$ cat src/glw_pkg.sv
// shared types, constants and helpers for the greedy line wrapper
`default_nettype none

package glw_pkg;

    localparam int LEN_W           = 6;
    localparam int MAX_WIDTH_DEF   = 62;
    localparam int QUEUE_DEPTH     = 4;
    localparam int QPTR_W          = $clog2(QUEUE_DEPTH);

    localparam logic [LEN_W-1:0] DEFAULT_WIDTH = 6'd25;

    localparam logic [7:0] CH_NL = 8'h0A;
    localparam logic [7:0] CH_SP = 8'h20;

    typedef enum logic [1:0] {
        CMD_APPEND,
        CMD_FLUSH,
        CMD_CHUNK
    } cmd_op_t;

    typedef struct packed {
        cmd_op_t          op;
        logic [7:0]       data;
        logic [LEN_W-1:0] len;
        logic [LEN_W-1:0] width;
    } glw_cmd_t;

    typedef enum logic [1:0] {
        BK_IDLE,
        BK_PRE_NL,
        BK_BYTES,
        BK_SUFFIX
    } back_state_t;

    function automatic logic is_space(input logic [7:0] b);
        return b inside {CH_SP, [8'h09:8'h0D]};
    endfunction

endpackage

`default_nettype wire

$ cat src/glw_if.sv
// valid/ready channel interfaces for text input and wrapped output
`default_nettype none

interface glw_in_if;
    logic       valid;
    logic       ready;
    logic       kind;
    logic [7:0] text_byte;

    modport source (output valid, output kind, output text_byte, input ready);
    modport sink   (input valid, input kind, input text_byte, output ready);
endinterface

interface glw_out_if;
    logic       valid;
    logic       ready;
    logic [7:0] out_byte;
    logic       last;

    modport source (output valid, output out_byte, output last, input ready);
    modport sink   (input valid, input out_byte, input last, output ready);
endinterface

`default_nettype wire

$ cat src/glw_front.sv
// front end: width register, word tracking and command classification
`default_nettype none

module glw_front
    import glw_pkg::*;
#(
    parameter int MAX_WIDTH = MAX_WIDTH_DEF
) (
    input  wire logic             clk,
    input  wire logic             rst_n,
    glw_in_if.sink                text,
    input  wire logic             cfg_we,
    input  wire logic [LEN_W-1:0] cfg_wdata,
    input  wire logic             q_full,
    output logic                  q_push,
    output glw_cmd_t              q_cmd
);

    logic [LEN_W-1:0] width_reg;
    logic [LEN_W-1:0] word_len_reg, word_len_next;
    logic [LEN_W-1:0] act_width_reg;
    logic [LEN_W-1:0] clamped;
    logic [LEN_W-1:0] eff_width;
    logic             accept;
    logic             separator;

    assign text.ready = !q_full;
    assign accept     = text.valid && !q_full;
    assign separator  = text.kind || is_space(text.text_byte);

    always_comb
    begin
        if (width_reg == '0)
            clamped = LEN_W'(1);
        else if (width_reg > LEN_W'(MAX_WIDTH))
            clamped = LEN_W'(MAX_WIDTH);
        else
            clamped = width_reg;
    end

    // width is only picked up when no word is pending
    assign eff_width = (word_len_reg == '0) ? clamped : act_width_reg;

    always_comb
    begin
        q_cmd.op      = CMD_APPEND;
        q_cmd.data    = text.text_byte;
        q_cmd.len     = word_len_reg;
        q_cmd.width   = eff_width;
        q_push        = 1'b0;
        word_len_next = word_len_reg;
        if (accept)
        begin
            if (separator)
            begin
                if (word_len_reg != '0)
                begin
                    q_cmd.op      = CMD_FLUSH;
                    q_push        = 1'b1;
                    word_len_next = '0;
                end
            end
            else if (word_len_reg >= eff_width)
            begin
                q_cmd.op      = CMD_CHUNK;
                q_push        = 1'b1;
                word_len_next = LEN_W'(1);
            end
            else
            begin
                q_cmd.op      = CMD_APPEND;
                q_push        = 1'b1;
                word_len_next = word_len_reg + LEN_W'(1);
            end
        end
    end

    always_ff @(posedge clk or negedge rst_n)
    begin
        if (!rst_n)
        begin
            width_reg     <= DEFAULT_WIDTH;
            word_len_reg  <= '0;
            act_width_reg <= DEFAULT_WIDTH;
        end
        else
        begin
            if (cfg_we)
                width_reg <= cfg_wdata;
            word_len_reg <= word_len_next;
            if (accept)
                act_width_reg <= eff_width;
        end
    end

endmodule

`default_nettype wire

$ cat src/glw_cmd_queue.sv
// small command queue between front and back
`default_nettype none

module glw_cmd_queue
    import glw_pkg::*;
(
    input  wire logic     clk,
    input  wire logic     rst_n,
    input  wire logic     push,
    input  wire glw_cmd_t push_cmd,
    output logic          full,
    input  wire logic     pop,
    output glw_cmd_t      pop_cmd,
    output logic          empty
);

    glw_cmd_t          entry_reg [QUEUE_DEPTH];
    logic [QPTR_W-1:0] wr_ptr_reg, rd_ptr_reg;
    logic [QPTR_W:0]   count_reg;

    assign full    = (count_reg == (QPTR_W+1)'(QUEUE_DEPTH));
    assign empty   = (count_reg == '0);
    assign pop_cmd = entry_reg[rd_ptr_reg];

    always_ff @(posedge clk)
    begin
        if (push)
            entry_reg[wr_ptr_reg] <= push_cmd;
    end

    always_ff @(posedge clk or negedge rst_n)
    begin
        if (!rst_n)
        begin
            wr_ptr_reg <= '0;
            rd_ptr_reg <= '0;
            count_reg  <= '0;
        end
        else
        begin
            if (push)
                wr_ptr_reg <= wr_ptr_reg + QPTR_W'(1);
            if (pop)
                rd_ptr_reg <= rd_ptr_reg + QPTR_W'(1);
            if (push && !pop)
                count_reg <= count_reg + (QPTR_W+1)'(1);
            else if (pop && !push)
                count_reg <= count_reg - (QPTR_W+1)'(1);
        end
    end

endmodule

`default_nettype wire

$ cat src/glw_back.sv
// back end: word buffer, line column tracking and byte emission
`default_nettype none

module glw_back
    import glw_pkg::*;
#(
    parameter int MAX_WIDTH = MAX_WIDTH_DEF
) (
    input  wire logic     clk,
    input  wire logic     rst_n,
    input  wire logic     q_empty,
    input  wire glw_cmd_t q_cmd,
    output logic          q_pop,
    glw_out_if.source     wrapped
);

    localparam int IDX_W = (MAX_WIDTH > 1) ? $clog2(MAX_WIDTH) : 1;

    logic [7:0]       word_mem [MAX_WIDTH];
    logic [7:0]       rd_data_reg;

    back_state_t      state_reg, state_next;
    glw_cmd_t         cmd_reg;
    logic [LEN_W-1:0] idx_reg, idx_next;
    logic [LEN_W-1:0] cols_reg, cols_next;
    logic             out_valid_reg;
    logic [7:0]       out_byte_reg;
    logic             out_last_reg;

    logic             can_emit;
    logic             emit;
    logic [7:0]       emit_byte;
    logic             emit_last;
    logic             wr_en;
    logic [IDX_W-1:0] wr_addr;
    logic [7:0]       wr_data;
    logic [IDX_W-1:0] rd_addr;
    logic [LEN_W:0]   idx_p1;
    logic [LEN_W:0]   cols_plus_len;
    logic             need_nl;

    assign can_emit      = !out_valid_reg || wrapped.ready;
    assign idx_p1        = {1'b0, idx_reg} + (LEN_W+1)'(1);
    assign cols_plus_len = {1'b0, cols_reg} + {1'b0, cmd_reg.len};

    // leading newline for the command at the queue head
    always_comb
    begin
        if (q_cmd.op == CMD_CHUNK)
            need_nl = (cols_reg != '0);
        else
            need_nl = (cols_reg != '0) &&
                      (({1'b0, cols_reg} + {1'b0, q_cmd.len}) > {1'b0, q_cmd.width});
    end

    always_comb
    begin
        state_next = state_reg;
        case (state_reg)
            BK_IDLE:
            begin
                if (!q_empty && (q_cmd.op != CMD_APPEND))
                    state_next = need_nl ? BK_PRE_NL : BK_BYTES;
            end
            BK_PRE_NL:
            begin
                if (can_emit)
                    state_next = BK_BYTES;
            end
            BK_BYTES:
            begin
                if (can_emit && (idx_p1 == {1'b0, cmd_reg.len}))
                    state_next = BK_SUFFIX;
            end
            BK_SUFFIX:
            begin
                if (can_emit)
                    state_next = BK_IDLE;
            end
            default:
                state_next = BK_IDLE;
        endcase
    end

    always_comb
    begin
        q_pop     = 1'b0;
        emit      = 1'b0;
        emit_byte = CH_NL;
        emit_last = 1'b0;
        wr_en     = 1'b0;
        wr_addr   = q_cmd.len[IDX_W-1:0];
        wr_data   = q_cmd.data;
        rd_addr   = '0;
        idx_next  = idx_reg;
        cols_next = cols_reg;
        case (state_reg)
            BK_IDLE:
            begin
                idx_next = '0;
                if (!q_empty)
                begin
                    q_pop = 1'b1;
                    if (q_cmd.op == CMD_APPEND)
                        wr_en = 1'b1;
                end
            end
            BK_PRE_NL:
            begin
                if (can_emit)
                begin
                    emit      = 1'b1;
                    cols_next = '0;
                end
            end
            BK_BYTES:
            begin
                if (can_emit && (idx_p1 < {1'b0, cmd_reg.len}))
                    rd_addr = idx_p1[IDX_W-1:0];
                else
                    rd_addr = idx_reg[IDX_W-1:0];
                if (can_emit)
                begin
                    emit      = 1'b1;
                    emit_byte = rd_data_reg;
                    idx_next  = idx_p1[LEN_W-1:0];
                end
            end
            BK_SUFFIX:
            begin
                if (can_emit)
                begin
                    emit      = 1'b1;
                    emit_last = 1'b1;
                    if ((cmd_reg.op == CMD_FLUSH) &&
                        (cols_plus_len < {1'b0, cmd_reg.width}))
                    begin
                        emit_byte = CH_SP;
                        cols_next = cols_plus_len[LEN_W-1:0] + LEN_W'(1);
                    end
                    else
                    begin
                        cols_next = '0;
                    end
                    // a cut word restarts its buffer with the byte that overflowed
                    if (cmd_reg.op == CMD_CHUNK)
                    begin
                        wr_en   = 1'b1;
                        wr_addr = '0;
                        wr_data = cmd_reg.data;
                    end
                end
            end
            default:
            begin
                idx_next = '0;
            end
        endcase
    end

    always_ff @(posedge clk)
    begin
        if (wr_en)
            word_mem[wr_addr] <= wr_data;
        rd_data_reg <= word_mem[rd_addr];
    end

    always_ff @(posedge clk)
    begin
        if (q_pop)
            cmd_reg <= q_cmd;
        if (emit)
        begin
            out_byte_reg <= emit_byte;
            out_last_reg <= emit_last;
        end
    end

    always_ff @(posedge clk or negedge rst_n)
    begin
        if (!rst_n)
        begin
            state_reg     <= BK_IDLE;
            idx_reg       <= '0;
            cols_reg      <= '0;
            out_valid_reg <= 1'b0;
        end
        else
        begin
            state_reg <= state_next;
            idx_reg   <= idx_next;
            cols_reg  <= cols_next;
            if (emit)
                out_valid_reg <= 1'b1;
            else if (wrapped.ready)
                out_valid_reg <= 1'b0;
        end
    end

    assign wrapped.valid    = out_valid_reg;
    assign wrapped.out_byte = out_byte_reg;
    assign wrapped.last     = out_last_reg;

endmodule

`default_nettype wire

$ cat src/greedy_line_wrapper.sv
// greedy line wrapper top level: front end, command queue and emitting back end
// each word byte takes one queue slot; a word's flush or cut command passes through
//   the queue and the back-end command register before the registered output stage
// throughput: one input transfer per cycle while the queue has room; output bytes go out
//   one per cycle while the sink takes them: newline if needed, word, space or newline
// reset: rst_n clears all control state asynchronously, line width returns to 25
`default_nettype none

module greedy_line_wrapper
    import glw_pkg::*;
#(
    parameter int MAX_WIDTH = MAX_WIDTH_DEF
) (
    input  wire logic             clk,
    input  wire logic             rst_n,
    glw_in_if.sink                text,
    glw_out_if.source             wrapped,
    input  wire logic             cfg_we,
    input  wire logic [LEN_W-1:0] cfg_wdata
);

    // command handoff between front and back
    logic     q_push;
    logic     q_full;
    logic     q_pop;
    logic     q_empty;
    glw_cmd_t q_push_cmd;
    glw_cmd_t q_pop_cmd;

    // front end: holds the width register, tracks the pending word length, turns
    // word bytes and word-ending separators into append, flush or chunk commands
    glw_front #(
        .MAX_WIDTH (MAX_WIDTH)
    ) u_front (
        .clk       (clk),
        .rst_n     (rst_n),
        .text      (text),
        .cfg_we    (cfg_we),
        .cfg_wdata (cfg_wdata),
        .q_full    (q_full),
        .q_push    (q_push),
        .q_cmd     (q_push_cmd)
    );

    // short queue so text keeps flowing while a word is still going out
    glw_cmd_queue u_queue (
        .clk      (clk),
        .rst_n    (rst_n),
        .push     (q_push),
        .push_cmd (q_push_cmd),
        .full     (q_full),
        .pop      (q_pop),
        .pop_cmd  (q_pop_cmd),
        .empty    (q_empty)
    );

    // back end: owns the word buffer and the column count, emits bytes through
    // a registered output stage that frees up whenever the sink takes a transfer
    glw_back #(
        .MAX_WIDTH (MAX_WIDTH)
    ) u_back (
        .clk     (clk),
        .rst_n   (rst_n),
        .q_empty (q_empty),
        .q_cmd   (q_pop_cmd),
        .q_pop   (q_pop),
        .wrapped (wrapped)
    );

`ifndef ASSERT_OFF
    // the back end never pops a command that is not there
    assert property (@(posedge clk) disable iff (!rst_n) q_pop |-> !q_empty)
        else $error("queue popped while empty");

    // every queued width is a clamped, legal line width
    assert property (@(posedge clk) disable iff (!rst_n)
        q_push |-> (q_push_cmd.width != '0) && (q_push_cmd.width <= LEN_W'(MAX_WIDTH)))
        else $error("command carries an out of range width");

    // appends stay inside the width, flushes and chunks carry a nonempty word
    assert property (@(posedge clk) disable iff (!rst_n)
        q_push |-> ((q_push_cmd.op == CMD_APPEND) && (q_push_cmd.len < q_push_cmd.width)) ||
                   ((q_push_cmd.op != CMD_APPEND) && (q_push_cmd.len != '0) &&
                    (q_push_cmd.len <= q_push_cmd.width)))
        else $error("command word length inconsistent with its width");
`endif

endmodule

`default_nettype wire

$ cat src/flat_wrapper.sv
// flat-port wrapper written by rule: the top's interface ports become plain ports
module greedy_line_wrapper_flat import glw_pkg::*;
#(
    parameter int MAX_WIDTH = MAX_WIDTH_DEF
)
  (clk, rst_n, cfg_we, cfg_wdata, text_valid, text_kind, text_text_byte, text_ready, wrapped_valid, wrapped_out_byte, wrapped_last, wrapped_ready);
  glw_in_if text_i ();
  glw_out_if wrapped_i ();
  input  wire logic clk;
  input  wire logic rst_n;
  input  wire logic cfg_we;
  input  wire logic [LEN_W-1:0] cfg_wdata;
  input wire logic [$bits(text_i.valid)-1:0] text_valid;
  input wire logic [$bits(text_i.kind)-1:0] text_kind;
  input wire logic [$bits(text_i.text_byte)-1:0] text_text_byte;
  output wire logic [$bits(text_i.ready)-1:0] text_ready;
  output wire logic [$bits(wrapped_i.valid)-1:0] wrapped_valid;
  output wire logic [$bits(wrapped_i.out_byte)-1:0] wrapped_out_byte;
  output wire logic [$bits(wrapped_i.last)-1:0] wrapped_last;
  input wire logic [$bits(wrapped_i.ready)-1:0] wrapped_ready;
  assign text_i.valid = text_valid;
  assign text_i.kind = text_kind;
  assign text_i.text_byte = text_text_byte;
  assign text_ready = text_i.ready;
  assign wrapped_valid = wrapped_i.valid;
  assign wrapped_out_byte = wrapped_i.out_byte;
  assign wrapped_last = wrapped_i.last;
  assign wrapped_i.ready = wrapped_ready;
  greedy_line_wrapper #(.MAX_WIDTH(MAX_WIDTH)) u_core (.clk(clk), .rst_n(rst_n), .text(text_i), .wrapped(wrapped_i), .cfg_we(cfg_we), .cfg_wdata(cfg_wdata));
endmodule
$ cat config.mk
export PLATFORM = sky130hd
export DESIGN_NAME = greedy_line_wrapper_flat
export DESIGN_NICKNAME = d
export VERILOG_FILES = /design/src/glw_pkg.sv /design/src/glw_if.sv /design/src/glw_front.sv /design/src/glw_cmd_queue.sv /design/src/glw_back.sv /design/src/greedy_line_wrapper.sv /design/src/flat_wrapper.sv
export SDC_FILE = /design/constraint.sdc
export NUM_CORES = 1
export LEC_CHECK = 0
export BUFFER_PORTS_ARGS = -buffer_cell sky130_fd_sc_hd__buf_2
export CORE_MARGIN = 2
export CORE_UTILIZATION = 62
export DETAILED_ROUTE_END_ITERATION = 6
export PLACE_DENSITY = 0.89
export SLEW_MARGIN = 25
export SYNTH_ARGS = -nofsm -noshare
export SYNTH_HDL_FRONTEND = slang
export SYNTH_SLANG_ARGS = --single-unit
$ cat constraint.sdc
create_clock -name clk -period 9.6 [get_ports clk]
set_clock_uncertainty 0.15 [all_clocks]
set_input_delay 0.96 -clock clk [delete_from_list [all_inputs] [get_ports clk]]
set_output_delay 0.96 -clock clk [all_outputs]
set_load 0.05 [all_outputs]
==> summary.txt <==
Drt
  – Number of DRC violations after detailed-routing iteration 0: 2469
  – Routed via count: 17570
  – First-pass DRT Iterations: 7
  – Sum of routed wire segments on met1: 25300 um
  – Highest metal used: met5
  – Detailed-route vias per instance: between 6 and 7
  – Total wirelength of the detailed-routed design: 70700 um
  – Post-DR wirelength/cell: ~28 um
  – Detail Route Antenna Nets: 0
  – Number of DRC violations after detailed routing: 1
  – Routed wire length on met3: 7770 um
  – Met2 Routed Length: 33400 um

Critical path
  – CP cell instances: and2_1 > nand4_1 > xnor2_1 > ha_1 > nand3_1 > a21oi_2 > o31a_2 > buf_4 > nor2_4 > buf_4 > mux2_1 > a221oi_1 > a41oi_1 > or4_1
  – Source of the worst register-to-register timing path: u_core.u_back.idx_reg[2]$_DFFE_PN0P_
  – Critical path's largest stage delay: about 890 ps
  – Endpoint type of the worst setup path: flop
  – Crit start category: flop
  – Worst setup path start: u_core.u_back.idx_reg[2]$_DFFE_PN0P_
  – Most common cell on crit path: sky130_fd_sc_hd__buf_4
  – Data arrival time of the worst path: 6820 ps
  – Crit Path Category: flop to flop
  – Critical Path Slowest Stage Cell: sky130_fd_sc_hd__nor2_4
  – Data required time at the worst endpoint: 9940 ps
  – Biggest fanout along the worst timing path: 73

Cells and area
  – Fill cell total of the finished layout: 2643
  – Fraction of layout cells with a size suffix above 1: between 10% and 20%
  – Largest register FFs: a little under 500
  – Relative area change from synthesis to final layout: 10.2%
  – Net total in the final layout: 1972
  – Number of standard cells in the final layout excluding fillers: approximately 2500

Timing
  – Actual slew at the worst max-slew pin: a little over 1000 ps
  – Total negative slack: 0 ps
  – Final number of setup-violating endpoints: 0
  – Number of hold violations in the final report: 0
  – Fin crit period: 6480 ps
  – Share of the clock period used by the worst path after layout: 67.5%
  – Final Slew Violations: 0
  – Highest clock frequency the design can meet: 0.154 GHz
  – Unrepaired setup endpoints after global routing: false
  – Remaining max-slew budget at the tightest pin: 30.7%

Clock tree
  – Clock Sinks: between 600 and 700
  – Clk buf depth: 3
  – CTS tree: done
  – Root cell of the clock tree: sky130_fd_sc_hd__clkbuf_16
  – Later-pin clock latency in the skew report: 610 ps
  – Post-cts sizing count: 0
  – Num CTS Buffers: 66
  – H-tree levels: 3
  – Post-CTS Setup Inserts: 0
  – Post-CTS Hold Fix Bufs: 0
  – Clock-pin slew reported for the worst setup and hold paths after clock tree synthesis: 60 ps

Power
  – Net switching power: 3.46 mW
  – Total power per unit cell area: between 300 and 400 nW/um^2
  – Leakage: 10.4 nW
  – Cell Int Power: 6.54 mW
  – Clock Power Share: 26.2%
  – Switching power share of the total: 34.6%
  – Logic gate share of total power: roughly 32%
  – Peak VDD IR: around 0.00022 V
  – Sequential fraction of design power: 41.5%

Placement
  – Port bufs: 30
  – Post-detailed-placement half-perimeter wirelength: 42100 um
  – Final weighted congestion of routability-driven global placement: slightly below 0.9
  – Placed Instances: roughly 2400

GRT
  – Number of antenna violations at the first check in global routing: 3
  – Wire length of the first global-routing pass: approximately 110000 um
  – Via count of the first global-routing pass: roughly 17000
  – Total grt overflow: 0
  – Maximum number of pins on one net before global-route repair: 90
  – Total routing usage reported by global routing: 30.6%

Synthesis
  – Mapped Nets: 1950
  – Most used DFF post-synth: sky130_fd_sc_hd__edfxtp_1
  – Ranking of synthesized cells by area: sky130_fd_sc_hd__edfxtp_1, sky130_fd_sc_hd__mux2_2, sky130_fd_sc_hd__dfrtp_1, sky130_fd_sc_hd__o21ai_0, sky130_fd_sc_hd__ha_1
  – Sequential share of the synthesized area: 70.2%
  – Area leader, netlist: sky130_fd_sc_hd__edfxtp_1
  – Post-synthesis instance total: 1878
  – List of most frequent post-synthesis cells: sky130_fd_sc_hd__edfxtp_1, sky130_fd_sc_hd__o21ai_0, sky130_fd_sc_hd__nand2_1
  – Most instantiated library cell after synthesis: sky130_fd_sc_hd__edfxtp_1
  – Post-synthesis cell area: 28000 sq um
  – Area share of the largest cell type after synthesis: 66.0%
  – Yosys warns: 0
  – Number of flops mapped to enable cells by yosys: 615
  – Mean post-synth cell area: 14.9 sq um
  – Number of unique standard cell types used by synthesis: 74
  – Number of synthesized register bits: 663
  – Fraction of registers with async set or reset after synthesis: around 6%

Die
  – Die Footprint: 46900 sq um
  – Cell Rows: 77
  – I/O pin count: 31
  – Chip width: roughly 220 um
  – Floorplan core area: 44400 sq um
  – Initial core utilization: between 60 and 70%
  – DIE HEIGHT: 216 um

Status
  – Result of the run: finished, violations left
  – Violated checks: DRC

Run
  – Total of max-cap violations: 0

Hold path
  – Worst hold path class: primary input to async pin
[stage by stage]
stage               util (%)  setup slack [ps]  hold WS (ps)  instance area, sq um  total power, mW
detailed placement      64.5              3280           339                 28700             7.30
finish                  69.5              3120           207                 30900             10.0
floorplan                  -              5300           299                 28000             6.30
CTS                     69.4              3240           356                 30800             9.93
global route            69.5              2870           236                 30900             10.4
global placement        64.5              3540           315                 28600             7.12
[metal layers]
layer | GRT usage [%] | vias up
met5 | 0 | -
met3 | 7.17 | 253
met1 | 39.5 | 8672
li1 | - | 7358
met2 | 48.3 | 1283
met4 | 17.2 | 4
[cell families (layout without fill, tap and decap cells)]
group                    Yosys count  after routing  share of synthesized area [%]
adder cells (fa/ha/maj)           52             52                           2.41
buffers and inverters            143            216                           2.16
flip-flops                       663            663                           70.2
XOR/XNOR                          28             28                          0.876
multiplexers                     182            182                           8.11
other                              0              1                              0
AND/OR/NAND/NOR                  383            383                           6.52
AO/OA/AOI/OAI                    427            427                           9.76
[layout make-up]
type / instances / area, sq um / area share [%]
sequential: 663 / 19600 / 63.7
inverter: 41 / 154 / 0.499
clock buffer: 94 / 1900 / 6.17
clock inverter: 25 / 289 / 0.937
multi-input combinational: 1072 / 7780 / 25.2
timing repair buffer: 56 / 348 / 1.13
antenna: 1 / 2.50 / 0.00811
tap: 592 / 741 / 2.40
[power by group through the flow]
stage	Clock (mW)	Combinational, mW	Sequential (mW)
global route	2.73	3.46	4.17
CTS	2.63	3.17	4.14
finish	2.62	3.23	4.15
detailed placement	0	3.11	4.19
floorplan	0	2.15	4.15
global placement	0	2.95	4.17
[cell usage in the layout (no fill, tap or decap), types with 4 or more instances in the layout]
| cell | count |
|---|---|
| sky130_fd_sc_hd__a21o_1 | 18 |
| sky130_fd_sc_hd__bufinv_16 | 6 |
| sky130_fd_sc_hd__xor2_1 | 8 |
| sky130_fd_sc_hd__mux2_1 | 37 |
| sky130_fd_sc_hd__clkbuf_8 | 4 |
| sky130_fd_sc_hd__mux4_2 | 22 |
| sky130_fd_sc_hd__mux2i_1 | 22 |
| sky130_fd_sc_hd__a221oi_1 | 30 |
| sky130_fd_sc_hd__and3_1 | 27 |
| sky130_fd_sc_hd__a21oi_1 | 94 |
| sky130_fd_sc_hd__o21bai_1 | 4 |
| sky130_fd_sc_hd__nand3_1 | 90 |
| sky130_fd_sc_hd__buf_2 | 29 |
| sky130_fd_sc_hd__ha_1 | 49 |
| sky130_fd_sc_hd__clkbuf_16 | 71 |
| sky130_fd_sc_hd__dfxtp_1 | 8 |
| sky130_fd_sc_hd__clkinv_1 | 8 |
| sky130_fd_sc_hd__a31oi_1 | 19 |
| sky130_fd_sc_hd__inv_1 | 40 |
| sky130_fd_sc_hd__and2_1 | 10 |
| sky130_fd_sc_hd__o311a_1 | 9 |
| sky130_fd_sc_hd__dfstp_2 | 6 |
| sky130_fd_sc_hd__a211oi_1 | 20 |
| sky130_fd_sc_hd__or4_1 | 9 |
| sky130_fd_sc_hd__nand2_1 | 105 |
| sky130_fd_sc_hd__edfxtp_1 | 615 |
| sky130_fd_sc_hd__clkinv_2 | 5 |
| sky130_fd_sc_hd__clkbuf_1 | 19 |
| sky130_fd_sc_hd__a22oi_1 | 23 |
| sky130_fd_sc_hd__nor2b_1 | 10 |
| sky130_fd_sc_hd__o21ai_0 | 150 |
| sky130_fd_sc_hd__nor2_1 | 90 |
| sky130_fd_sc_hd__nand2b_1 | 6 |
| sky130_fd_sc_hd__buf_4 | 27 |
| sky130_fd_sc_hd__nand4_1 | 4 |
| sky130_fd_sc_hd__dfrtp_1 | 33 |
| sky130_fd_sc_hd__mux2_2 | 101 |
| sky130_fd_sc_hd__a41oi_1 | 24 |
| sky130_fd_sc_hd__xnor2_1 | 20 |
| sky130_fd_sc_hd__nor3_1 | 9 |
[final timing paths]
path,cells after the start,to,slack [ps]
min in group clk,2,u_core.u_front.act_width_reg[4]$_DFFE_PN1P_,360
max,14,u_core.u_back.rd_data_reg[6]$_DFF_P_,3120
min,1,u_core.u_front.word_len_reg[2]$_DFFE_PN0P_,210
max reg2reg,14,u_core.u_back.rd_data_reg[6]$_DFF_P_,3120
min reg2reg,2,u_core.u_front.act_width_reg[4]$_DFFE_PN1P_,360
max in group asynchronous,1,u_core.u_queue.rd_ptr_reg[1]$_DFFE_PN0P_,8650
[critical path, delay by kind of cell (launching register included)]
kind / cells / cell delay, ps
fa+ha+maj: 1 / 350
simple gates: 5 / 2110
mux: 1 / 390
flops: 1 / 640
compound gates: 4 / 1060
xor+xnor: 1 / 410
buf+inv: 2 / 1180
(Power assumes the default switching activity.)
